$ cat src/rtl/clq_pkg.sv
// shared types and constants for the coalescing lifo job queue
// no dependencies; used by clq_ctrl, clq_dp and coalescing_lifo_job_queue
`default_nettype none

package clq_pkg;

    localparam int PAGE_W     = 6;
    localparam int KIND_W     = 2;
    localparam int ROT_W      = 2;
    localparam int SIZE_W     = 16;
    localparam int MODE_W     = 2;
    localparam int SETTINGS_W = 32;
    localparam int COUNT_W    = 7;

    localparam logic [KIND_W-1:0] KIND_RENDER  = 2'd0;
    localparam logic [KIND_W-1:0] KIND_CLEANUP = 2'd3;

    typedef enum logic [2:0] {
        CMD_ADD        = 3'd0,
        CMD_TAKE       = 3'd1,
        CMD_FINISH     = 3'd2,
        CMD_REMOVE_ALL = 3'd3,
        CMD_REJECT     = 3'd4,
        CMD_PAUSE      = 3'd5,
        CMD_RESUME     = 3'd6,
        CMD_STOP       = 3'd7
    } cmd_e_t;

    // per-page job record, 38 bits
    typedef struct packed {
        logic [MODE_W-1:0] mode;
        logic [SIZE_W-1:0] height;
        logic [SIZE_W-1:0] width;
        logic [ROT_W-1:0]  rotation;
        logic [KIND_W-1:0] kind;
    } job_params_t;

    // controller to datapath
    typedef struct packed {
        logic capture;
        logic exec;
        logic unlink;
        logic push;
        logic take;
        logic load_out;
    } ctrl_cmd_t;

    // datapath to controller
    typedef struct packed {
        cmd_e_t op;
        logic   add_skip;
        logic   marked;
        logic   take_ok;
    } ctrl_stat_t;

endpackage

`default_nettype wire

$ cat src/rtl/clq_ctrl.sv
// sequencing state machine for the coalescing lifo job queue
// depends on clq_pkg; drives clq_dp through clq_pkg::ctrl_cmd_t
`default_nettype none

module clq_ctrl (
    input  wire logic               aclk,
    input  wire logic               aresetn,
    input  wire logic               s_valid,
    output logic                    s_ready,
    output logic                    m_valid,
    input  wire logic               m_ready,
    input  wire clq_pkg::ctrl_stat_t stat,
    output clq_pkg::ctrl_cmd_t      cmd
);

    typedef enum logic [5:0] {
        S_IDLE   = 6'b000001,
        S_EXEC   = 6'b000010,
        S_UNLINK = 6'b000100,
        S_PUSH   = 6'b001000,
        S_TAKE   = 6'b010000,
        S_DONE   = 6'b100000
    } state_t;

    state_t state_reg, state_next;
    logic   m_valid_reg, m_valid_next;

    always_comb begin
        state_next = state_reg;
        unique case (state_reg)
            S_IDLE: begin
                if (s_valid) state_next = S_EXEC;
            end
            S_EXEC: begin
                unique case (stat.op)
                    clq_pkg::CMD_ADD: begin
                        if (stat.add_skip)    state_next = S_DONE;
                        else if (stat.marked) state_next = S_UNLINK;
                        else                  state_next = S_PUSH;
                    end
                    clq_pkg::CMD_TAKE: begin
                        state_next = stat.take_ok ? S_TAKE : S_DONE;
                    end
                    default: state_next = S_DONE;
                endcase
            end
            S_UNLINK: state_next = S_PUSH;
            S_PUSH:   state_next = S_DONE;
            S_TAKE:   state_next = S_DONE;
            S_DONE: begin
                if (!m_valid_reg || m_ready) state_next = S_IDLE;
            end
            default: state_next = S_IDLE;
        endcase
    end

    always_comb begin
        cmd.capture  = s_valid && (state_reg == S_IDLE);
        cmd.exec     = (state_reg == S_EXEC);
        cmd.unlink   = (state_reg == S_UNLINK);
        cmd.push     = (state_reg == S_PUSH);
        cmd.take     = (state_reg == S_TAKE);
        cmd.load_out = (state_reg == S_DONE) && (!m_valid_reg || m_ready);
    end

    always_comb begin
        m_valid_next = m_valid_reg;
        if (cmd.load_out)  m_valid_next = 1'b1;
        else if (m_ready)  m_valid_next = 1'b0;
    end

    always_ff @(posedge aclk) begin
        if (!aresetn) begin
            state_reg   <= S_IDLE;
            m_valid_reg <= 1'b0;
        end else begin
            state_reg   <= state_next;
            m_valid_reg <= m_valid_next;
        end
    end

    assign s_ready = (state_reg == S_IDLE);
    assign m_valid = m_valid_reg;

endmodule

`default_nettype wire

$ cat config.mk
export PLATFORM = sky130hd
export DESIGN_NAME = clq_ctrl
export DESIGN_NICKNAME = d
export VERILOG_FILES = /design/src/rtl/clq_pkg.sv /design/src/rtl/clq_ctrl.sv
export SDC_FILE = /design/constraint.sdc
export NUM_CORES = 1
export LEC_CHECK = 0
export BUFFER_PORTS_ARGS = -buffer_cell sky130_fd_sc_hd__buf_2
export CAP_MARGIN = 20
export CORE_AREA = 2 2 39 41
export DETAILED_ROUTE_END_ITERATION = 8
export DIE_AREA = 0 0 41 43
export HOLD_SLACK_MARGIN = 0.15
export PLACE_DENSITY_LB_ADDON = 0.05
export SYNTH_ARGS = -nofsm -noshare
export SYNTH_HDL_FRONTEND = slang
export SYNTH_SLANG_ARGS = --single-unit
$ cat constraint.sdc
create_clock -name aclk -period 2.5 [get_ports aclk]
set_input_delay 0.125 -clock aclk [delete_from_list [all_inputs] [get_ports aclk]]
set_output_delay 0.125 -clock aclk [all_outputs]
set_load 0.05 [all_outputs]
# Yosys cells after proc, flatten, opt, wreduce, memory -nomap -nowiden
# Index checks and enable logic that the tools add are counted.
# W data, S select, Z words.
# op_classes
reduce_logical	8
eq_ne	9
mux	9
# op_table
operator	count
$pmux W6 S5	1
$mux W6	4
$pmux W6 S2	1
$eq A6 B1 Y1 const B	1
$eq A6 B2 Y1 const B	1
$eq A6 B3 Y1 const B	1
$eq A6 B4 Y1 const B	1
$eq A6 B5 Y1 const B	1
$eq A6 B6 Y1 const B	1
$mux W4	1
$eq A3 B1 Y1 const B	1
$logic_not A3 Y1	1
$logic_and A1 B1 Y1	2
$mux W1	2
$ne A2 B1 Y1 const B	1
$ne A2 B2 Y1 const B	1
$reduce_and A2 Y1	1
$reduce_bool A2 Y1	1
$reduce_or A2 Y1	1
$logic_not A1 Y1	1
$logic_or A1 B1 Y1	1
# word_totals
out_inout_bits	8
register_bits	7
in_bits	10
elab_cells	28

# Logic depth before layout (Yosys ltp)
# logic_depth
depth_word	4
mapped_depth	4

# Worst setup path after synthesis
# Ideal clock, no wire load.
# synth_timing
path_kind	reg2out
start	register state_reg[1]
end	output cmd[1] in the netlist's numbering
path_slack_ns	0.595
arrival_time_ns	1.780
path_stages_with_launch	4
path_buffers	0
cell_sequence	dfxtp_1 > nor2_1 > nand2_1 > nor3b_1
# synth_rtl
element	line_no	source
start: declaration	clq_ctrl.sv:25	state_t state_reg, state_next;
start signal: assignment	clq_ctrl.sv:77	state_reg <= state_next;
end: declaration	clq_ctrl.sv:13	output clq_pkg::ctrl_cmd_t cmd

# Final worst setup path
# layout_timing
start	register state_reg[5]
end	register state_reg[2]
# layout_via
elab_chain_len	3
word_cells_on_any_way	11
classes_between	8 x eq/ne; 1 x mux; 2 x reduce/logical
# layout_lines
element	line_no	source
$eq A6 B5 Y1, or another cell as far along	clq_ctrl.sv:30	unique case (state_reg)
$reduce_or A2 Y1 (no source line), or another cell as far along	n/a	
$pmux W6 S5 or $reduce_and A2 Y1 (tied branches)	n/a	
# Several ways; a longest one is shown, not always the timed one.
# A chain may end at the register's enable or synchronous reset.

==> run summary <==
Finished Cell Area - 565.5 um2
Routed via count - 386
Mapped Area - 371.6 um2
Met3 usage - 6.283%
Die W - 41 um
Tightest Hold Check Type - in2reg
Routed wire length - 865 um
Crit path DAT - 2.01 ns
Synth unique cells - 25
Final setup vio count - 0
CTS tree - built
RSZ-0062 raised after global routing - no
EDFF count, synth - 0
Final TNS setup - 0 ns
Final hold violation count - 0
Core area - 0.001384 mm2
DR iter-0 viols - 0
Placed cells - 72
CP max FO - 4
Wire per inst - 10.42 um
Final Cycle Share - 73.03%
GR peak layer - met2
Max-slew violations - 0
Pint - 0.1972 mW
Clock power share - 37.6%
Status - completed
Worst slew margin - 80.99%
Die Height - 43 um
Share of cells above drive strength 1 - 38.81%
Net Count, Synth - 50
Final Skew - 0.006391 ns
CP Launch Type - flip-flop
Multi-input logic area - 224.0 um2
Filler Cell Count - 145
Cells after Synth - 40
Crit path required time - 2.69 ns
Cell row count - 14
Post-DP HPWL - 692.7 um
Pwr dens - 475.4 mW/mm2
PortBufs - 17
Num CTS Buffers - 3
Maximum vdd ir drop - 0.2218 mV
Reported net switching power - 0.07163 mW
Sequential power share - 43.4%
Max cap viols - 0
Number of I/O pins - 18
Leakage - 0.2642 nW
Cell Area, Placed - 469.2 um2
Total GRT Usage - 12.79%
Routability Congestion - 0.6238
Post-synth top area share - 37.71%
Synth top area cells - dfxtp_1 38%, nor2_1 5.1%, xor2_1 4.7%, a21boi_0 4.0%, nor3b_1 4.0%
Die footprint - 0.001763 mm2
Sequential area share after synthesis - 37.71%
Achievable clock frequency - 0.5477 GHz
Setup ws final - 0.6742 ns
H-tree depth - 1
Mean area per synthesized cell - 9.290 um2
Clock Path Buffers - 2
Skew-Pair Late Insertion Delay - 0.25 ns
Worst-path clk slew - 0.06 ns
Sw frac - 26.64%
Synth Flop Type - dfxtp_1
Largest area contributor in the synthesized netlist - dfxtp_1
Met2 Resource Use GR - 19.06%
Gate power share - 19.0%
Initial antenna violation count - 0
Layout area overhead - 52.19%
Grt total ovfl - 0
Post-synthesis async set-or-reset flop share - 0%
Ant. Diodes - 0
Largest net degree at the start of global routing - 7
Number of global-route vias before repair - 363
Syn. warnings - 0
Initial DRT Pass Iterations - 1
Setup Slack @ Placement - 1.121 ns
Non-Filler Instances - 83
Worst Tran Pin Value - 0.2841 ns
Global-route wire length before repair - 1449 um
Critical path type - reg2reg
Yosys reg bits - 7
Clock sink count - 7
ANT nets after route - 0
Vias per cell - 4.651
Post-route DRC violation count - 0
M1 GR Usage - 14.61%
Min Tclk post-route - 1.826 ns
FF/Latch Area - 140.1 um2
CTS root buf - clkbuf_4
Layout net count - 78
Max reg flops - 6
Crit end category - flip-flop
Starting density of the core - 26.85%
path summary, 6_finish.rpt:
check	from	end	slack, ns	depth (start not counted)
worst min-delay path	stat[3]	state_reg[4]$_SDFFE_PN0P_	0.16	3
worst max register to register	state_reg[5]$_SDFFE_PN0P_	state_reg[2]$_SDFFE_PN0P_	0.67	5
worst min register to register	m_valid$_SDFFE_PN0P_	m_valid$_SDFFE_PN0P_	0.53	2
worst max-delay path	state_reg[5]$_SDFFE_PN0P_	state_reg[2]$_SDFFE_PN0P_	0.67	5
cells by family after synthesis:
| group | share of synthesized area (%) |
|---|---|
| AO/OA/AOI/OAI | 14.14 |
| flip-flops | 37.71 |
| buffers and inverters | 2.021 |
| AND/OR/NAND/NOR | 41.42 |
| XOR/XNOR | 4.715 |
final cells by class:
cell class | count | share of cell area, %
well taps | 16 | 3.540
clock buffers | 4 | 4.646
flip-flops and latches | 7 | 24.78
repair buffers | 24 | 27.43
multi-input cells | 32 | 39.60
Yosys cell counts (2+ instances only):
cell and n:
dfxtp_1 7, a21boi_0 2, nand2_1 3, nor3b_1 2
nor2_1 5, xor2_1 2
power by group through the flow:
stage / clock network [mW] / logic [mW] / registers, mW
2_1_floorplan: 0 / 0.0303 / 0.119
3_3_place_gp: 0 / 0.0454 / 0.119
3_5_place_dp: 0 / 0.0453 / 0.119
4_1_cts: 0.106 / 0.0513 / 0.117
5_1_grt: 0.116 / 0.0551 / 0.117
6_report: 0.101 / 0.0510 / 0.117
layer usage:
metal	wire [um]	part of all wire [%]
met1	395	46
met2	393	45
met3	63	7.3
met4	12	1.4
met5	0	0
metrics by stage:
stage | hold WS [ns] | total power [mW] | utilization, %
2_1_floorplan | 0.1961 | 0.1489 | -
3_3_place_gp | 0.3280 | 0.1645 | 33.91
3_5_place_dp | 0.3278 | 0.1645 | 33.91
4_1_cts | 0.1525 | 0.2737 | 40.87
5_1_grt | 0.1813 | 0.2888 | 40.87
6_report | 0.1582 | 0.2688 | 40.87
worst max-delay path, cell delays in order (launching register included):
cell and delay, ns:
dfxtp_1 0.33, nor2_1 0.21, and4b_4 0.29, nand3_2 0.09
nor4b_1 0.27, dlygate4sd3_1 0.58
layout by cell type, fill, tap and decap left out, drive strengths merged:
master       count
a21boi           2
nor2             6
and4b            3
nand2            3
nor4b            1
nor3             1
nor2b            1
buf             17
dlygate4sd3      7
xor2             2
o31a             1
nand2b           1
and3             2
o31ai            1
nor3b            2
a22oi            1
nand4b           1
o41ai            1
clkbuf           4
nand3            1
and2             1
dfxtp            7
o21ai            1
timing repair:
action,4_1_cts,5_1_grt
hold buffers,7,0
gates resized for setup,0,0
buffers inserted,0,0
endpoints found under the hold margin,5,0
Note: power is estimated with default switching activity, not from simulation.
